### src/rtl/mcpf_pkg.sv
// shared constants, types and helpers for the multi-channel pipe fifo
`default_nettype none

package mcpf_pkg;

    // table geometry
    localparam int NUM_PIPES   = 8;
    localparam int PIPE_DEPTH  = 1024;
    localparam int ID_BASE     = 4;
    localparam int USER_MAX    = 255;
    localparam int QUEUE_DEPTH = 2;

    // field widths
    localparam int CMD_W    = 3;
    localparam int ID_W     = 4;
    localparam int DATA_W   = 8;
    localparam int STAT_W   = 3;
    localparam int AMOUNT_W = 11;
    localparam int USER_W   = 8;

    // derived widths
    localparam int SLOT_W = (NUM_PIPES > 1) ? $clog2(NUM_PIPES) : 1;
    localparam int PTR_W  = $clog2(PIPE_DEPTH);
    localparam int FILL_W = $clog2(PIPE_DEPTH + 1);
    localparam int ADDR_W = SLOT_W + PTR_W;
    localparam int QPTR_W = (QUEUE_DEPTH > 1) ? $clog2(QUEUE_DEPTH) : 1;
    localparam int QCNT_W = $clog2(QUEUE_DEPTH + 1);

    // command codes
    localparam logic [CMD_W-1:0] CMD_OPEN  = 3'd0;
    localparam logic [CMD_W-1:0] CMD_CLOSE = 3'd1;
    localparam logic [CMD_W-1:0] CMD_WRITE = 3'd2;
    localparam logic [CMD_W-1:0] CMD_READ  = 3'd3;
    localparam logic [CMD_W-1:0] CMD_EOF   = 3'd4;
    localparam logic [CMD_W-1:0] CMD_INFO  = 3'd5;

    // status codes
    localparam logic [STAT_W-1:0] ST_OK      = 3'd0;
    localparam logic [STAT_W-1:0] ST_INVALID = 3'd1;
    localparam logic [STAT_W-1:0] ST_NOSPACE = 3'd2;
    localparam logic [STAT_W-1:0] ST_FULL    = 3'd3;
    localparam logic [STAT_W-1:0] ST_EMPTY   = 3'd4;
    localparam logic [STAT_W-1:0] ST_EOF     = 3'd5;

    // classified command as held in the queue
    typedef struct packed {
        logic              alloc;
        logic [CMD_W-1:0]  cmd;
        logic [ID_W-1:0]   pipe_id;
        logic              id_ok;
        logic [SLOT_W-1:0] slot;
        logic [DATA_W-1:0] wdata;
        logic              last;
    } t_cmd_item;

    // queue head presented to the back end
    typedef struct packed {
        logic      valid;
        t_cmd_item item;
    } t_queue_head;

    // circular pointer step with wrap at the buffer depth
    function automatic logic [PTR_W-1:0] ptr_advance(input logic [PTR_W-1:0] p);
        logic [PTR_W:0] nxt;
        nxt = {1'b0, p} + (PTR_W+1)'(1);
        return (nxt >= (PTR_W+1)'(PIPE_DEPTH)) ? '0 : nxt[PTR_W-1:0];
    endfunction

endpackage

`default_nettype wire

### src/rtl/mcpf_front.sv
// front end: command classification and a short command queue
`default_nettype none

module mcpf_front (
    input  wire logic                          i_clk,
    input  wire logic                          i_rst_n,
    input  wire logic                          i_valid,
    output logic                               o_stall,
    input  wire logic [mcpf_pkg::CMD_W-1:0]    i_cmd,
    input  wire logic [mcpf_pkg::ID_W-1:0]     i_pipe_id,
    input  wire logic [mcpf_pkg::DATA_W-1:0]   i_write_data,
    input  wire logic                          i_last_byte,
    output mcpf_pkg::t_queue_head              o_head,
    input  wire logic                          i_pop
);
    import mcpf_pkg::*;

    t_cmd_item           cls_item;
    logic [ID_W-1:0]     id_off;
    logic                push;
    t_cmd_item           r_q [QUEUE_DEPTH];
    logic [QPTR_W-1:0]   r_wr_ptr;
    logic [QPTR_W-1:0]   r_rd_ptr;
    logic [QCNT_W-1:0]   r_count;
    logic [QPTR_W-1:0]   n_wr_ptr;
    logic [QPTR_W-1:0]   n_rd_ptr;

    // classify the incoming command: allocation and static id range
    always_comb begin
        id_off           = i_pipe_id - ID_W'(ID_BASE);
        cls_item.alloc   = (i_cmd == CMD_OPEN) && (i_pipe_id == '0);
        cls_item.cmd     = i_cmd;
        cls_item.pipe_id = i_pipe_id;
        cls_item.id_ok   = (i_pipe_id >= ID_W'(ID_BASE)) && (32'(id_off) < 32'(NUM_PIPES));
        cls_item.slot    = SLOT_W'(id_off);
        cls_item.wdata   = i_write_data;
        cls_item.last    = i_last_byte;
    end

    // queue control
    assign o_stall = (r_count == QCNT_W'(QUEUE_DEPTH));
    assign push    = i_valid && !o_stall;

    assign n_wr_ptr = (r_wr_ptr == QPTR_W'(QUEUE_DEPTH - 1)) ? '0 : r_wr_ptr + QPTR_W'(1);
    assign n_rd_ptr = (r_rd_ptr == QPTR_W'(QUEUE_DEPTH - 1)) ? '0 : r_rd_ptr + QPTR_W'(1);

    always_ff @(posedge i_clk) begin
        if (!i_rst_n) begin
            r_wr_ptr <= '0;
            r_rd_ptr <= '0;
            r_count  <= '0;
        end else begin
            if (push) begin
                r_wr_ptr <= n_wr_ptr;
            end
            if (i_pop) begin
                r_rd_ptr <= n_rd_ptr;
            end
            if (push && !i_pop) begin
                r_count <= r_count + QCNT_W'(1);
            end else if (!push && i_pop) begin
                r_count <= r_count - QCNT_W'(1);
            end
        end
    end

    // queue storage
    always_ff @(posedge i_clk) begin
        if (push) begin
            r_q[r_wr_ptr] <= cls_item;
        end
    end

    // head of queue
    assign o_head.valid = (r_count != '0);
    assign o_head.item  = r_q[r_rd_ptr];

endmodule

`default_nettype wire

### config.mk
export PLATFORM = sky130hd
export DESIGN_NAME = mcpf_front
export DESIGN_NICKNAME = d
export VERILOG_FILES = /design/src/rtl/mcpf_pkg.sv /design/src/rtl/mcpf_front.sv
export SDC_FILE = /design/constraint.sdc
export NUM_CORES = 1
export LEC_CHECK = 0
export ABC_AREA = 0
export BUFFER_PORTS_ARGS = -buffer_cell sky130_fd_sc_hd__buf_2
export CELL_PAD_IN_SITES_DETAIL_PLACEMENT = 1
export CELL_PAD_IN_SITES_GLOBAL_PLACEMENT = 2
export CORE_MARGIN = 4
export CORE_UTILIZATION = 36
export DETAILED_ROUTE_END_ITERATION = 6
export HOLD_SLACK_MARGIN = 0.05
export PLACE_DENSITY = 0.82
export SYNTH_ARGS = -nofsm -noshare
export SYNTH_HDL_FRONTEND = slang
export SYNTH_SLANG_ARGS = --single-unit
### constraint.sdc
create_clock -name i_clk -period 2.6 [get_ports i_clk]
set_clock_uncertainty 0.2 [all_clocks]
set_input_delay 0.52 -clock i_clk [delete_from_list [all_inputs] [get_ports i_clk]]
set_output_delay 0.52 -clock i_clk [all_outputs]
set_load 0.01 [all_outputs]
Yosys cells after proc, flatten, opt, wreduce, memory -nomap -nowiden
Memory sizes are Yosys's and may differ from the RTL's. A register that Yosys moved wholly into a read port is not among the register bits. Cells that the tools add are included.

$add $sub $neg: 5. $lt $le $gt $ge: 2. Equality and inequality tests: 1. Mux-type cells: 8. Reductions and logical operators: 12.

Operator list (count): 1-bit 2-to-1 mux (6); 1-bit logical AND (5); 4-bit by 3-bit greater-or-equal comparator with 1-bit output, second input constant (1); 4-bit logical NOT (1); 4-bit < comparator, second input constant (1); 2-bit 2-to-1 mux (2); 2-bit nonzero test (2); 4-bit by 3-bit subtractor with 4-bit output, second input constant (1); 1-bit logical NOT (3); 3-bit logical NOT (1); 1-bit adder, second input constant (2); 2-bit by 1-bit adder with 2-bit output, second input constant (1); 2-bit equality test, second input constant (1); 2-bit by 1-bit subtractor with 2-bit output, second input constant (1).

Register bits: 4. Memory bits (writable): 42. Input port bits: 20. Word-level logic and storage cells: 32. Memories: 1.

Memories: r_q (words 2, width 21, rd ports 1, clocked after Yosys merged registers in 1, wr ports 1, RTL line mcpf_front.sv:21) `t_cmd_item r_q [QUEUE_DEPTH];`.

Logic depth before layout (Yosys ltp)
Gate-level depths: netlist (run 1).

Word-level depth: 7. Gate-level depth with buffers: 7.

Least setup slack after synthesis (run 1)
OpenSTA, ideal clock, no wires.

Path kind: input to register. Start: input port i_valid. End: memory r_q[0][0] in the netlist's numbering (enable). Arrival: 1402 ps. Required time: 2006 ps. Setup slack: 604 ps. Stages: 2. Buffers on the path: 0. Cells stage by stage: inv_1 > nor3_2.

Longest elaborated chain between the ends: 3.

RTL lines: from (decl) (RTL line mcpf_front.sv:7) `input wire logic i_valid,`; 1-bit logical AND (RTL line mcpf_front.sv:42) `assign push = i_valid && !o_stall;`; 1-bit 2-to-1 mux (RTL line mcpf_front.sv:69) `if (push) begin`; 1-bit 2-to-1 mux (not written as such) (RTL line mcpf_front.sv:70) `r_q[r_wr_ptr] <= cls_item;`; to (decl) (RTL line mcpf_front.sv:21).

Every way passes these cells.

==> results of run 1 <==
registers in the layout, indices dropped and copies added (netlist names), named ones only:
register and flops:
r_count 2, r_q 38, r_wr_ptr 1, r_rd_ptr 1
kinds of logic after synthesis:
family	share of synthesized area (%)
DFF	74.6
AOI/OAI and AO/OA	1.65
buffers and inverters	3.01
adders and majority gates	1.50
and+or+nand+nor	4.81
muxes	12.9
xor gates and xnor gates	1.58
cells in the mapped netlist:
cell type  instances
a21boi_0           1
buf_2              1
or2_2              1
buf_6              1
o21a_1             1
a21boi_1           1
nor3_2             2
and3_1             1
o21ai_0            1
ha_1               2
nor2_1             1
edfxtp_1          38
xnor2_1            1
dfxtp_1            5
buf_4              2
mux2_2            19
inv_1              4
or3_1              1
or4b_1             1
nand2b_2           1
and2_1             3
xor2_1             2
inv_2              1
power by group through the flow:
stage                     combinational, W  clock (W)  sequential, W
after floorplan                   0.000176          0       0.000866
after global placement            0.000271          0       0.000870
after detailed placement          0.000280          0       0.000876
after CTS                         0.000282   0.000417       0.000860
after global routing              0.000301   0.000448       0.000867
final                             0.000273   0.000397       0.000859
through the flow:
step / instance area, sq um / setup WS, ps
global placement: 1940 / 714
global route: 2020 / 300
detailed placement: 1940 / 677
CTS: 2020 / 369
floorplan: 1660 / 604
finish: 2020 / 407
routing by layer:
layer | part of all wire, % | track usage [%] | wire, um | up-vias
met2 | 56 | 19.0 | 1660 | 25
li1 | - | - | - | 430
met1 | 37 | 11.5 | 1120 | 441
met5 | 0 | 0 | 0 | -
met3 | 6.0 | 5.32 | 179 | 2
met4 | 0.77 | 4.27 | 23 | 0
worst max-delay path by stage:
stage | from | end | slack (ps) | depth (start not counted)
finish | flop | o_head[10] | 410 | 3
floorplan | i_valid | r_q[0][0] | 600 | 2
global placement | flop | o_head[10] | 710 | 3
CTS | flop | o_head[10] | 370 | 3
detailed placement | i_valid | r_count[1] | 680 | 6
global route | flop | o_head[10] | 300 | 3
area by class of cell:
cell class	count	share of cell area, %
clock buffer	5	3.41
inverter	5	0.929
sequential	43	61.4
timing repair buffer	45	11.5
multi-input combinational	39	18.8
clock inverter	3	0.743
tap	52	3.22
worst max-delay path, stage by stage, from the launching register on:
cell,delay [ps]
dfxtp_1,390
buf_4,270
mux2_2,370
buf_2,150
==> results.md, run 1 <==
- Worst-Margin Slew: around 270 ps
- Share of the synthesized area in the top cell type: 68.6%
- ANT cells: 0
- Worst skew pair latency: around 280 ps
- Initial Util: ~38%
- Port Buffer Count: 42
- Max Transition Viols Final: 0
- Fraction of layout cells with a size suffix above 1: a little over half
- Share of total power in the clock network: a little over a quarter
- Clock Sinks: between 40 and 50
- Total of max-cap violations: 0
- Post-CTS Setup Inserts: 0
- Multi-input gate area: roughly 380 sq um
- Core box area: between 4000 and 5000 sq um
- Tmin final: between 2000 and 2500 ps
- Antenna violations before repair: 0
- Reg area: ~1200 sq um
- Startpoint Class: flop
- WL final: 2.99 mm
- Die X: between 70 and 80 um
- Worst Path Arrival: roughly 1500 ps
- Fmax: about 0.46 GHz
- Peak supply drop: about 0.36 mV
- Kind of critical path: flop to output pin
- FILL cells: 451
- Deepest level of the CTS H-tree: 2
- Setup crit end kind: output pin
- Hold-fix buffers at CTS: 0
- Flops & latches, synth: 43
- Dpl hpwl: 2.20 mm
- Worst reg2reg setup slack: 800 ps
- Util after Layout: 45.8%
- Syn Nets: 113
- Leakage: 0.788 nW
- Die Area: 5770 sq um
- Vias: 898
- Final period utilization: between 80 and 90%
- Gpl congestion: between 0.6 and 0.7
- Most frequent cells in the layout: buf_2, edfxtp_1, mux2_2
- Switch share: 25.1%
- Synth area leaders: edfxtp_1, mux2_2, dfxtp_1
- Chip height: 76.0 um
- Fin cells: between 150 and 200
- Layout net count: approximately 160
- Vias per cell: approximately 4.7
- Worst Hold Class: input pin to flop
- Final ANT Viol Nets: 0
- Worst-path fanout max: 16
- Mapped Cells: 91
- Gate power share: 17.9%
- Most common cell after layout, fill and taps aside: buf_2
- DRC Markers: 0
- Tot Pwr: 0.00153 W
- Status: completed
- Global-route wire length before repair: 4.89 mm
- Ys Warns: 0
- CTS tree: done
- Area Overhead vs Synth: 21.4%
- Setup-failing EPs final: 0
- Gr ovfl total: 0
- Num CTS Buffers: 5
- CTS max path bufs: 2
- Seq/Total Area, Yosys: about three quarters
- Pwr per Cell Area: between 700 and 800 nW/um^2
- Cell variety after synth: 23
- Slew HR: 82.2%
- Root Buffer: clkbuf_8
- Pre-antenna DRT Iters: 4
- RSZ-0062 raised after global routing: no
- Clock slew seen by the registers of the worst setup and hold paths: roughly 80 ps
- Seq pwr share: about 56%
- Final hold slack: ~210 ps
- HP Start: i_write_data[4]
- Worst R2R End: r_count[1]
- Avg Cell Area, Syn: around 18 sq um
- FF-to-FF Start: r_count[0]
- WHS Endpoint: r_q[0][5]
- I/O pins: between 40 and 50
- 1st-iter DRT viols: 99
- Drt wl/cell: roughly 16 um
- Hold path depth: 1
- CP Data Required Time: 1880 ps
- Cell Int Power: ~0.0011 W
- Post-synth top area cell: edfxtp_1
- Total track usage: 11.0%
- Row cnt: 24
- Final hold violations: 0
- Psw: between 0.0003 and 0.0004 W
- Setup TNS: 0 ps
- Syn Std Cell Area: 1660 sq um
- DP Cell Count: 184
- Resized cells post-CTS: 0
- Pin count of the biggest net entering global routing: 20
- Reg2Reg Depth: 6
- Number of global-route vias before repair: 1016
(Power assumes the default switching activity.)
==> run 2, diff against run 1 <==
- ABC_AREA: 0 -> 1
- PLACE_DENSITY: 0.82 -> 0.83
- clock period: 2.6 -> 2.1 ns (I/O delays scaled with it)
==> results.md, run 2 <==
- Synth async-reset ratio: 0% (unchanged)
- Root Buffer: clkbuf_8
- Slew HR: 76.5% (-5.7 points)
- Flops & latches, synth: 43 (unchanged)
- Ys Warns: 0 (unchanged)
- Die Area: 5920 sq um (+2.5%)
- Layout net count: 174 (+8.1%)
- Vias per cell: 4.72 (+0.96%)
- Dpl hpwl: 2.33 mm (+5.9%)
- Worst reg2reg setup slack: 360 ps (-440 ps)
- Vias: 968 (+7.8%)
- Final period utilization: slightly above 90%
- Setup-failing EPs final: 0 (unchanged)
- Final ANT Viol Nets: 0 (unchanged)
- Most common cell after layout, fill and taps aside: buf_2
- Worst-Margin Slew: 349 ps (+82.7 ps)
- Syn Nets: 125 (+11%)
- Number of global-route vias before repair: 1086 (+6.9%)
- I/O pins: 43 (unchanged)
- Worst Hold Class: input pin to flop
- Most frequent cells in the layout: buf_2, edfxtp_1, mux2_4, inv_1, mux2_2
- Antenna violations before repair: 0 (unchanged)
- Row cnt: 24 (unchanged)
- EDFF count, synth: 38 (unchanged)
- Startpoint Class: flop
- Util after Layout: 46.5% (+0.76 points)
- 1st-iter DRT viols: 56 (-43%)
- Reg area: 1240 sq um (unchanged)
- Largest Register: r_q
- Gpl congestion: 0.741 (+13%)
- Status: completed
- Max Transition Viols Final: 0 (unchanged)
- Peak supply drop: 0.288 mV (-19%)
- Area Overhead vs Synth: 21.7%
- Top flop regs: r_q (38), r_count (2)
- Post-CTS Setup Inserts: 0 (unchanged)
- Num CTS Buffers: 5 (unchanged)
- CP max stage cell: mux2_2
- Total track usage: 11.7% (+0.65 points)
- Final hold slack: 122 ps (-91.3 ps)
- Avg Cell Area, Syn: 16.6 sq um (-9.2%)
- Fmax: 0.510 GHz
- Top Usage Layer GRT: met2
- Synth area leaders: edfxtp_1, mux2_4, mux2_2
- CTS max path bufs: 2 (unchanged)
- WL final: 3.17 mm (+6.0%)
- ANT cells: 0 (unchanged)
- Number of flip-flops in the largest register: 38 (unchanged)
- Worst skew pair latency: 280 ps (about the same)
- Final hold violations: 0 (unchanged)
- Deepest level of the CTS H-tree: 2 (unchanged)
- DRC Markers: 0 (unchanged)
- Pre-antenna DRT Iters: 4 (unchanged)
- Worst-path fanout max: 11 (-5)
- Fraction of layout cells with a size suffix above 1: 49.0% (-4.6 points)
- Worst Path Arrival: 1340 ps (-130 ps)
- Port Buffer Count: 42 (unchanged)
- Die X: 76.9 um (+1.2%)
- Tmin final: between 1500 and 2000 ps
- RSZ-0062 raised after global routing: no
- Count leader, synth: edfxtp_1
- Seq/Total Area, Yosys: 72.6% (-2.0 points)
- Setup TNS: 0 ps (unchanged)
- Cell variety after synth: 17 (-26%)
- Worst path cell trace: buf_4 -> mux2_2 -> buf_2
- Gr ovfl total: 0 (unchanged)
- Chip height: 76.9 um (+1.2%)
- GR Util met2: 21.9% (+2.9 points)
- Resized cells post-CTS: 0 (unchanged)
- Clock slew seen by the registers of the worst setup and hold paths: 80 ps (about the same)
- Commonest cells post-synth: edfxtp_1, inv_1, mux2_4, nor2_1, mux2_2
- Pwr per Cell Area: 928 nW/um^2 (+23%)
- Multi-input gate area: 390 sq um (+3.0%)
- Post-synth top area cell: edfxtp_1
- Grt met1 use: 11.4% (-0.060 points)
- CP Data Required Time: 1480 ps (-400 ps)
- Setup crit end kind: output pin
- Hold-fix buffers at CTS: 0 (unchanged)
- FILL cells: 465 (+3.1%)
- Mapped Cells: 103 (+13%)
- Kind of critical path: flop to output pin
- Syn Std Cell Area: 1710 sq um (+2.8%)
- Leakage: 0.861 nW (+9.4%)
- Core box area: 4470 sq um (+1.4%)
- Clock Sinks: 43 (unchanged)
- Pin count of the biggest net entering global routing: 20 (unchanged)
- GR met3 Demand/Resource: 4.33% (-0.99 points)
- Max incr delay on CP: 370 ps (-20 ps)
- Drt wl/cell: 15.4 um (-0.69%)
- Share of the synthesized area in the top cell type: 66.7% (-1.9 points)
- Prevailing post-synth register cell: edfxtp_1
- Initial Util: 38.2% (+0.53 points)
- CTS tree: done
- Total of max-cap violations: 0 (unchanged)
- Global-route wire length before repair: 5.28 mm (+7.9%)
-- run 2: cell count changes in the layout (fill, tap and decap cells not counted), sizes merged, moves of 2 or more --
cell,before,now
o21ai,1,3
nand2,0,8
nor3,2,0
xor2,2,0
nor2,1,10
inv,5,10
a21boi,2,0
and2,3,0
-- run 2: area by class of cell --
cell class	instances	share of cell area [%]
clock inverters	3	1.86
well taps	52	3.12
repair buffers	46	11.5
inverters	10	1.80
flip-flops and latches	43	59.6
clock buffers	5	3.31
multi-input cells	46	18.7
-- run 2: cell families (layout without fill, tap and decap cells) --
family	after synthesis	after routing	synth area share, %
fa+ha+maj	2	2	1.46
mux	19	19	14.7
simple gates	21	21	4.97
flops	43	43	72.6
buf+inv	14	64	4.90
compound gates	4	4	1.39
-- run 2: worst paths after layout --
path | cells past startpoint | from | end
max | 3 | flop | o_head[10]
min | 1 | i_write_data[1] | r_q[0][2]
max reg2reg | 9 | r_count[1] | r_count[1]
min reg2reg | 2 | r_rd_ptr | flop
-- run 2: critical path: cells and delay by family (launching register included) --
kind | cells | cell delay (ps)
buffers and inverters | 2 | 350
flip-flops | 1 | 340
multiplexers | 1 | 370
-- run 2: power breakdown --
group	internal [W]	switching (W)
combinational	0.000131	0.000160
sequential	0.00101	0.0000226
clock	0.000348	0.000259
-- run 2: per-layer routing --
layer	vias to the layer above	part of all wire [%]
li1	464	-
met1	474	37
met2	26	56
met3	4	5.8
met4	0	1.5
met5	-	0
-- run 2: metrics by stage --
stage | instances | instance area [sq um] | power [W] | setup slack [ps]
6_report | 205 | 2080 | 0.00193 | 138
3_5_place_dp | 197 | 1970 | 0.00135 | 374
2_1_floorplan | 103 | 1710 | 0.00124 | 202
5_1_grt | 205 | 2080 | 0.00204 | 43.7
4_1_cts | 205 | 2080 | 0.00197 | 114
3_3_place_gp | 197 | 1970 | 0.00133 | 472
